<file path="config.mk">
export PLATFORM = sky130hd
export DESIGN_NAME = nbgu_ctrl
export DESIGN_NICKNAME = d
export VERILOG_FILES = /design/src/rtl/nbgu_pkg.sv /design/src/rtl/nbgu_ctrl.sv
export SDC_FILE = /design/constraint.sdc
export NUM_CORES = 1
export LEC_CHECK = 0
export BUFFER_PORTS_ARGS = -buffer_cell sky130_fd_sc_hd__buf_2
export CAP_MARGIN = 20
export CORE_MARGIN = 4
export CORE_UTILIZATION = 50
export DETAILED_ROUTE_END_ITERATION = 8
export PLACE_DENSITY = 0.71
export SLEW_MARGIN = 20
export SYNTH_ARGS = -nofsm -noshare
export SYNTH_HDL_FRONTEND = slang
export SYNTH_SLANG_ARGS = --single-unit
</file>
<file path="constraint.sdc">
create_clock -name clk -period 1.8 [get_ports clk]
set_input_delay 0.18 -clock clk [delete_from_list [all_inputs] [get_ports clk]]
set_output_delay 0.18 -clock clk [all_outputs]
set_load 0.03 [all_outputs]
</file>
<file path="src/rtl/nbgu_pkg.sv">
// Shared types, constants and fixed-point helpers of the n-body update block.
`default_nettype none
package nbgu_pkg;

  localparam int FRAC_BITS   = 40;
  localparam int MAX_BODIES  = 64;
  localparam int IDX_W       = 6;
  localparam int STORE_DEPTH = 3 * MAX_BODIES;
  localparam int ADDR_W      = 8;
  localparam int CNT_W       = 7;

  localparam logic [6:0]  BODY_COUNT_RST   = 7'd64;
  localparam logic [31:0] GRAV_CONST_RST   = 32'd549756;
  localparam logic [62:0] MIN_DISTANCE_RST = 63'd1099511627776;
  localparam logic [7:0]  SPEED_FACTOR_RST = 8'd10;

  localparam logic [63:0] SAT63 = 64'h7FFF_FFFF_FFFF_FFFF;
  localparam logic [63:0] SMIN  = 64'h8000_0000_0000_0000;

  typedef enum logic [1:0] {
    CFG_BODY_COUNT   = 2'd0,
    CFG_GRAV_CONST   = 2'd1,
    CFG_MIN_DISTANCE = 2'd2,
    CFG_SPEED_FACTOR = 2'd3
  } cfg_idx_t;

  typedef enum logic [4:0] {
    S_IDLE, S_DISPATCH, S_LOAD_WR, S_UPD_INIT, S_FETCH_O, S_SQV_MUL, S_SQV_ACC,
    S_SPD_MUL, S_FLIM, S_LOOP, S_FETCH_I, S_SQD_MUL, S_SQD_ACC, S_SQRT_INIT,
    S_SQRT, S_CMP, S_GM_MUL, S_DIVA_INIT, S_DIVA, S_SET_A, S_AD_MUL,
    S_DIVP_INIT, S_DIVP, S_ACC, S_NEXT, S_FINISH, S_WB, S_READBACK, S_OUT
  } state_t;

  typedef enum logic [4:0] {
    OP_NONE, OP_CAPTURE, OP_LOAD_WR, OP_UPD_INIT, OP_FETCH_O, OP_MUL, OP_SQ_ACC,
    OP_FLIM, OP_CLR_SUM, OP_FETCH_I, OP_SQRT_INIT, OP_SQRT_STEP, OP_CRASH,
    OP_NEXT_I, OP_DIV_INIT_D2, OP_DIV_INIT_DIST, OP_DIV_STEP, OP_SET_A, OP_ACC,
    OP_FINISH, OP_WB, OP_OUT_LOAD
  } dp_op_t;

  typedef enum logic [2:0] {
    M_SQV, M_SQD, M_SPD, M_GM, M_AD
  } msel_t;

  typedef struct packed {
    dp_op_t     op;
    msel_t      msel;
    logic [1:0] k;
    logic [1:0] step;
  } dp_cmd_t;

  typedef struct packed {
    logic mode;
    logic o_crashed;
    logic i_done;
    logic i_skip;
    logic hit;
    logic d2_zero;
    logic out_full;
  } dp_sts_t;

  function automatic logic [63:0] sadd64(input logic [63:0] a, input logic [63:0] b);
    logic [64:0] s;
    s = {a[63], a} + {b[63], b};
    if (s[64] != s[63]) begin
      return s[64] ? SMIN : SAT63;
    end
    return s[63:0];
  endfunction

  function automatic logic [63:0] ssub64(input logic [63:0] a, input logic [63:0] b);
    logic [64:0] s;
    s = {a[63], a} - {b[63], b};
    if (s[64] != s[63]) begin
      return s[64] ? SMIN : SAT63;
    end
    return s[63:0];
  endfunction

  function automatic logic [63:0] uadd63(input logic [63:0] a, input logic [63:0] b);
    logic [63:0] s;
    s = a + b;
    return s[63] ? SAT63 : s;
  endfunction

  function automatic logic [63:0] sat63w(input logic [127:0] v);
    return (v[127:63] != '0) ? SAT63 : v[63:0];
  endfunction

  function automatic logic [63:0] mag64(input logic [63:0] v);
    return v[63] ? (~v + 64'd1) : v;
  endfunction

endpackage
`default_nettype wire

</file>
<file path="src/rtl/nbgu_ctrl.sv">
// Sequencer that steps the datapath through load, force sum and write-back.
`default_nettype none
module nbgu_ctrl import nbgu_pkg::*; (
  input  wire logic    clk,
  input  wire logic    rst,
  input  wire logic    in_valid,
  output logic         in_ready,
  input  wire dp_sts_t sts,
  output dp_cmd_t      cmd
);

  state_t state, state_next;
  logic [CNT_W-1:0] cnt;
  logic [1:0] k;

  always_ff @(posedge clk) begin
    if (rst) begin
      state <= S_IDLE;
      cnt   <= '0;
      k     <= '0;
    end else begin
      state <= state_next;
      cnt   <= (state_next != state) ? '0 : cnt + 7'd1;
      case (state)
        S_SQV_ACC, S_SQD_ACC, S_ACC: k <= (k == 2'd2) ? 2'd0 : k + 2'd1;
        S_SQV_MUL, S_SQD_MUL, S_AD_MUL, S_DIVP_INIT, S_DIVP: k <= k;
        default: k <= '0;
      endcase
    end
  end

  always_comb begin
    state_next = state;
    case (state)
      S_IDLE:      if (in_valid) state_next = S_DISPATCH;
      S_DISPATCH: begin
        if (!sts.mode) state_next = S_LOAD_WR;
        else if (sts.o_crashed) state_next = S_READBACK;
        else state_next = S_UPD_INIT;
      end
      S_LOAD_WR:   if (cnt == 7'd2) state_next = S_READBACK;
      S_UPD_INIT:  state_next = S_FETCH_O;
      S_FETCH_O:   if (cnt == 7'd3) state_next = S_SQV_MUL;
      S_SQV_MUL:   if (cnt == 7'd3) state_next = S_SQV_ACC;
      S_SQV_ACC:   state_next = (k == 2'd2) ? S_SPD_MUL : S_SQV_MUL;
      S_SPD_MUL:   if (cnt == 7'd3) state_next = S_FLIM;
      S_FLIM:      state_next = S_LOOP;
      S_LOOP: begin
        if (sts.i_done) state_next = S_FINISH;
        else if (sts.i_skip) state_next = S_NEXT;
        else state_next = S_FETCH_I;
      end
      S_FETCH_I:   if (cnt == 7'd3) state_next = S_SQD_MUL;
      S_SQD_MUL:   if (cnt == 7'd3) state_next = S_SQD_ACC;
      S_SQD_ACC:   state_next = (k == 2'd2) ? S_SQRT_INIT : S_SQD_MUL;
      S_SQRT_INIT: state_next = S_SQRT;
      S_SQRT:      if (cnt == 7'd63) state_next = S_CMP;
      S_CMP:       state_next = (sts.hit || sts.d2_zero) ? S_NEXT : S_GM_MUL;
      S_GM_MUL:    if (cnt == 7'd3) state_next = S_DIVA_INIT;
      S_DIVA_INIT: state_next = S_DIVA;
      S_DIVA:      if (cnt == 7'd127) state_next = S_SET_A;
      S_SET_A:     state_next = S_AD_MUL;
      S_AD_MUL:    if (cnt == 7'd3) state_next = S_DIVP_INIT;
      S_DIVP_INIT: state_next = S_DIVP;
      S_DIVP:      if (cnt == 7'd127) state_next = S_ACC;
      S_ACC:       state_next = (k == 2'd2) ? S_NEXT : S_AD_MUL;
      S_NEXT:      state_next = S_LOOP;
      S_FINISH:    state_next = S_WB;
      S_WB:        if (cnt == 7'd2) state_next = S_READBACK;
      S_READBACK:  if (cnt == 7'd3) state_next = S_OUT;
      S_OUT:       if (!sts.out_full) state_next = S_IDLE;
      default:     state_next = S_IDLE;
    endcase
  end

  always_comb begin
    in_ready = (state == S_IDLE);
    cmd.op   = OP_NONE;
    cmd.msel = M_SQV;
    cmd.k    = k;
    cmd.step = cnt[1:0];
    case (state)
      S_IDLE:      if (in_valid) cmd.op = OP_CAPTURE;
      S_LOAD_WR:   cmd.op = OP_LOAD_WR;
      S_UPD_INIT:  cmd.op = OP_UPD_INIT;
      S_FETCH_O:   cmd.op = OP_FETCH_O;
      S_READBACK:  cmd.op = OP_FETCH_O;
      S_SQV_MUL:   cmd.op = OP_MUL;
      S_SQV_ACC:   cmd.op = OP_SQ_ACC;
      S_SQD_ACC:   cmd.op = OP_SQ_ACC;
      S_SPD_MUL: begin
        cmd.op   = OP_MUL;
        cmd.msel = M_SPD;
      end
      S_FLIM:      cmd.op = OP_FLIM;
      S_LOOP:      if (!sts.i_done && !sts.i_skip) cmd.op = OP_CLR_SUM;
      S_FETCH_I:   cmd.op = OP_FETCH_I;
      S_SQD_MUL: begin
        cmd.op   = OP_MUL;
        cmd.msel = M_SQD;
      end
      S_SQRT_INIT: cmd.op = OP_SQRT_INIT;
      S_SQRT:      cmd.op = OP_SQRT_STEP;
      S_CMP:       if (sts.hit) cmd.op = OP_CRASH;
      S_GM_MUL: begin
        cmd.op   = OP_MUL;
        cmd.msel = M_GM;
      end
      S_DIVA_INIT: cmd.op = OP_DIV_INIT_D2;
      S_DIVA:      cmd.op = OP_DIV_STEP;
      S_DIVP:      cmd.op = OP_DIV_STEP;
      S_SET_A:     cmd.op = OP_SET_A;
      S_AD_MUL: begin
        cmd.op   = OP_MUL;
        cmd.msel = M_AD;
      end
      S_DIVP_INIT: cmd.op = OP_DIV_INIT_DIST;
      S_ACC:       cmd.op = OP_ACC;
      S_NEXT:      cmd.op = OP_NEXT_I;
      S_FINISH:    cmd.op = OP_FINISH;
      S_WB:        cmd.op = OP_WB;
      S_OUT:       if (!sts.out_full) cmd.op = OP_OUT_LOAD;
      default:     cmd.op = OP_NONE;
    endcase
  end

  a_k_range: assert property (@(posedge clk) disable iff (rst) k != 2'd3)
    else $error("component counter out of range");
  a_out_idle: assert property (@(posedge clk) disable iff (rst)
    (state == S_OUT && !sts.out_full) |=> state == S_IDLE)
    else $error("result handoff did not return to idle");
  a_sqrt_len: assert property (@(posedge clk) disable iff (rst)
    state == S_SQRT |-> cnt <= 7'd63)
    else $error("root iteration overran");

endmodule
`default_nettype wire

</file>
## Yosys cells after proc, flatten, opt, wreduce, memory -nomap -nowiden

Index checks and enable logic that the tools add are counted.

- Register bits: 14
- Bits in latches: 0
- Memory bits (writable): 0
- Bits in read-only memories: 0
- Output and inout port bits: 13
- Logic and storage cells: 84
- Memories kept: 0

- $add $sub $neg: 2
- Multiply operators: 0
- Divide/modulo/power cells: 0
- $lt $le $gt $ge: 0
- Eq/ne operators: 34
- Shifts and indexed selects: 0
- Mux-type cells: 31
- Bitwise gates (word level): 0
- Reductions and logical operators: 14

Operators with widths:

| cell | number |
|---|---|
| case mux 5 bit (27 select lines) | 1 |
| case mux 5 bit (21 select lines) | 1 |
| 2-to-1 mux 5 bit | 19 |
| equality test 5 bit (second input constant) | 13 |
| equality test 5 x 4 -> 1 bit (second input constant) | 8 |
| equality test 5 x 3 -> 1 bit (second input constant) | 4 |
| 2-to-1 mux 4 bit | 4 |
| equality test 7 x 2 -> 1 bit (second input constant) | 2 |
| case mux 3 bit (4 select lines) | 1 |
| OR reduction 2 bit | 6 |
| equality test 5 x 2 -> 1 bit (second input constant) | 2 |
| OR reduction 5 bit | 2 |
| adder 7 x 1 -> 7 bit (second input constant) | 1 |
| equality test 7 x 6 -> 1 bit (second input constant) | 1 |
| equality test 7 bit (second input constant) | 1 |
| equality test 5 x 1 -> 1 bit (second input constant) | 1 |
| zero test 5 bit | 1 |
| inequality test 5 bit | 1 |
| 2-to-1 mux 2 bit | 2 |
| case mux 2 bit (2 select lines) | 1 |
| 2-to-1 mux 3 bit | 1 |
| OR reduction 3 bit | 1 |
| adder 2 x 1 -> 2 bit (second input constant) | 1 |
| equality test 2 bit (second input constant) | 1 |
| 4 further kinds | 5 |

## Longest topological paths before layout

- Word-level depth: 5
- Gate-level depth with buffers: 8
- Gate-level depth less buffers: 7

## Worst setup path after synthesis

Ideal clock, no wire load.

- Path type: reg2out
- Start: register state[2]
- End: output cmd[10] in the netlist's numbering
- Data arrival time: 2178 ps
- Path slack: -558 ps
- Cell stages (with the launch flop): 7
- Path buffers: 3
- Path through: dfxtp_1 -> buf_2 -> buf_1 -> clkbuf_1 -> nor2_1 -> a21oi_1 -> o311ai_0

RTL lines:

| what | line | RTL |
|---|---|---|
| start: declaration | nbgu_ctrl.sv:12 | `state_t state, state_next;` |
| start signal: assignment | nbgu_ctrl.sv:22 | `state <= state_next;` |
| end: declaration | nbgu_ctrl.sv:9 | `output dp_cmd_t cmd` |

## Final worst setup path

- Start: register state[0]
- End: register cnt[3]

- Word-level cells in the longest chain between the ends: 5

RTL lines:

| what | line | RTL |
|---|---|---|
| equality test 5 bit (tied with other cells) | nbgu_ctrl.sv:34 | `case (state)` |
| OR reduction 2 bit (no source line) | n/a |  |
| case mux 5 bit (27 select lines) | nbgu_ctrl.sv:34 |  |
| inequality test 5 bit * | nbgu_ctrl.sv:23 | `cnt <= (state_next != state) ? '0 : cnt + 7'd1;` |
| OR reduction 2 bit (no source line) * | n/a |  |
| end signal: assignment | nbgu_ctrl.sv:23 |  |
| end: declaration | nbgu_ctrl.sv:13 | `logic [CNT_W-1:0] cnt;` |

Mark *: on every way between the ends. The rest lies on a longest branch, timed or not.
A chain may end at the register's enable or synchronous reset.

==> results.md <==
- Total GRT Usage: 34.0%
- Mapped Area: 1680 µm²
- Met2 routed WL: 3.58 mm
- Antenna violations before repair: 0
- Power per cell area: 1570 nW/µm²
- Via count: 2,530
- Hold Vio Cnt, Final: 0
- Fmax: 460 MHz
- Setup crit start kind: flip-flop
- GPL Wtd Cong: 0.976
- Share of layout cells above drive strength 1: 51.4%
- Post-detail-place hpwl: 4.39 mm
- Worst-Skew Late Latency: 0.30 ns
- Initial DRC Count: 426
- RSZ-0062 raised after global routing: true
- Commonest non-fill, non-tap cell in the layout: buf_4
- Final worst slack: -0.374 ns
- Die outline height: 65.9 µm
- WL final: 8.08 mm
- Final Cycle Share: 121%
- Starting density of the core: 53.6%
- Synth Area in Compound Gates: 36.4%
- Routed WL per cell: 21.9 µm
- Pin count of the biggest net entering global routing: 19
- CTS tree: done
- Post-synth EDFFs: 0
- Placed cell area: 2270 µm²
- Cell count after synthesis: 235
- Worst Skew: 0.0140 ns
- # IOs: 23
- Met3 wire length: 983 µm
- Yosys Warn Count: 0
- Sequential-to-total area share from yosys stat: 16.7%
- Required @ worst endpoint: 1.98 ns
- Final core occ: 86.8%
- Most frequent cells in the layout: buf_4 (73), nor2_1 (20), nand2_1 (19)
- Hold Crit Class: input pin to flip-flop
- Leak: 0.00115 µW
- Reg2Reg Depth: 8
- Int Power: 2150 µW
- CTS Buffer Depth: 2
- Synth Area per Inst: 7.13 µm²
- Area grow syn2layout: 61.9%
- CP Class: flip-flop to flip-flop
- 1st-pass router iterations: 6
- Max rail drop VDD: 1.06 mV
- FF/Latch Area: 294 µm²
- Post-route DRC: 0
- Port-buffer cells: 22
- Design area: 2710 µm²
- Min Clock Period, post-route: 2.17 ns
- Sequential share of power: 10.9%
- Setup violators final: 15
- Post-Synth Adder-Cell Area: 1.49%
- Sw Share: 49.7%
- Rows: 20
- Core ar.: 3130 µm²
- Violated checks: negative setup slack
- Clock Power Share: 5.7%
- Crit path arrival time: 2.35 ns
- MaxCap Viol Count: 0
- First-pass GRT wire length: 11.3 mm
- Combinational Power Share: 83.4%
- XOR/XNOR share of the synthesized area: 3.13%
- Critical Path Sink Type: flip-flop
- Worst-path clk slew: 0.10 ns
- Vias in the first global route: 2,368
- Relative slew margins: 66.9%
- Net Sw Power: 2120 µW
- Simple-Gate Fraction of Synth Area: 32.2%
- Cell count of the worst hold path: 2
- Multi-input logic area: 1410 µm²
- H-tree depth: 1
- Metal-1 WL: 2.78 mm
- Pwr Total: 4270 µW
- Root Driver: clkbuf_4
- Ant diodes: 0
- DIE AREA: 4340 µm²
- Total Nets Final: 338
- Top Metal Used: met4
- Num CTS Buffers: 3
- Slew Viols, Final: 0
- Least-Margin Pin Slew: 0.492 ns
- Mux share of post-synthesis cell area: 1.19%
- Clk sinks: 14
- Combinational family with the most area after synthesis: compound AO/OA/AOI/OAI gates
- Pre-CTS setup slack: -0.232 ns
- Routed Antenna Nets: 0
- Status: complete, but fails checks
- Total grt overflow: 0
- Fillers: 170
- Ys flop type: dfxtp_1
- FF+latch count, synth: 14
- Die width: 65.9 µm
- Netlist cell types: 68
- Post-synth ARST share: 0%
- Syn_nets: 247
- Via density: 6.86
- CP Max Fanout: 8
==> synthesized netlist by cell type (2+ instances only) <==
master	count	area (µm²)
a21o_1	3	22.5
inv_1	3	11.3
buf_1	3	11.3
a32o_1	2	20.0
nor2b_1	5	31.3
o32ai_1	4	35.0
and3_1	4	25.0
xor2_1	2	17.5
o211ai_1	3	22.5
nand2_1	22	82.6
nor3_2	8	80.1
buf_4	6	45.0
nand2b_1	4	25.0
nand4_1	2	12.5
a22oi_1	3	22.5
o22ai_1	4	25.0
o31ai_1	2	15.0
a31oi_1	4	25.0
and2_1	2	12.5
or3b_1	2	17.5
and3b_1	2	17.5
ha_1	2	25.0
clkbuf_1	6	22.5
nand3_1	6	30.0
dfxtp_1	14	280
o21a_1	4	30.0
o21ai_0	16	80.1
a21oi_1	18	90.1
mux2i_1	2	20.0
nor4_1	3	18.8
xnor2_1	4	35.0
buf_2	4	20.0
inv_2	2	7.51
nor3_1	3	15.0
nor2_1	28	105
==> critical path, stage by stage (launching register included) <==
cell      delay [ns]
dfxtp_4         0.37
buf_6           0.13
or2_4           0.25
a211oi_2        0.33
a211oi_2        0.13
o311a_1         0.41
o211ai_4        0.23
buf_12          0.16
nor3_2          0.04
==> final timing paths <==
check,slack (ns),end,from
worst max-delay path,-0.37,cnt[3],state[0]
worst min-delay path,0.20,state[1],rst
worst max register to register,-0.37,cnt[3],state[0]
worst min register to register,0.50,k[1],k[1]
==> state kept, by name, summed over array words and instances, names as in the netlist <==
signal / flops
state: 5
k: 2
cnt: 7
==> routing by layer <==
layer | up-vias | global-route usage, %
li1 | 1060 | -
met1 | 1149 | 39.2
met2 | 232 | 55.3
met3 | 89 | 9.52
met4 | 0 | 20.5
met5 | - | 0
==> layout make-up <==
cell class / instances / share of cell area, %
inverters: 6 / 0.830
multi-input cells: 194 / 52.0
flip-flops and latches: 14 / 10.8
well taps: 44 / 2.03
clock buffers: 4 / 1.34
repair buffers: 107 / 33.0
==> repair_timing <==
action | 4_1_cts | 5_1_grt
resized for setup | 42 | 39
gates cloned | 1 | 0
buffers inserted | 15 | 1
endpoints found under the setup margin | 18 | 19
pin swaps | 14 | 6
hold buffers | 0 | 0
hold endpoints to repair | 0 | 0
==> cell families (layout without fill, tap and decap cells) <==
family,after synthesis,count (layout)
xor gates and xnor gates,6,6
DFF,14,14
AOI/OAI and AO/OA,84,84
adders and majority gates,2,2
and+or+nand+nor,100,100
buffers and inverters,27,117
muxes,2,2
==> power groups by stage <==
| stage | registers [µW] | clock network [µW] | logic [µW] |
|---|---|---|---|
| finish | 465 | 241 | 3560 |
| global route | 469 | 252 | 3720 |
| CTS | 444 | 234 | 3110 |
| detailed placement | 456 | 0 | 2570 |
| global placement | 453 | 0 | 2540 |
| floorplan | 412 | 0 | 1710 |
==> stage by stage <==
step	hold slack, ns	setup TNS (ns)	instances
after floorplan	0.472	-0.198	235
after global placement	0.482	-1.36	348
after detailed placement	0.488	-1.88	348
after CTS	0.188	-1.22	368
after global routing	0.191	-4.16	369
final	0.198	-3.39	369
No activity file was read; power rests on OpenSTA's default activity.
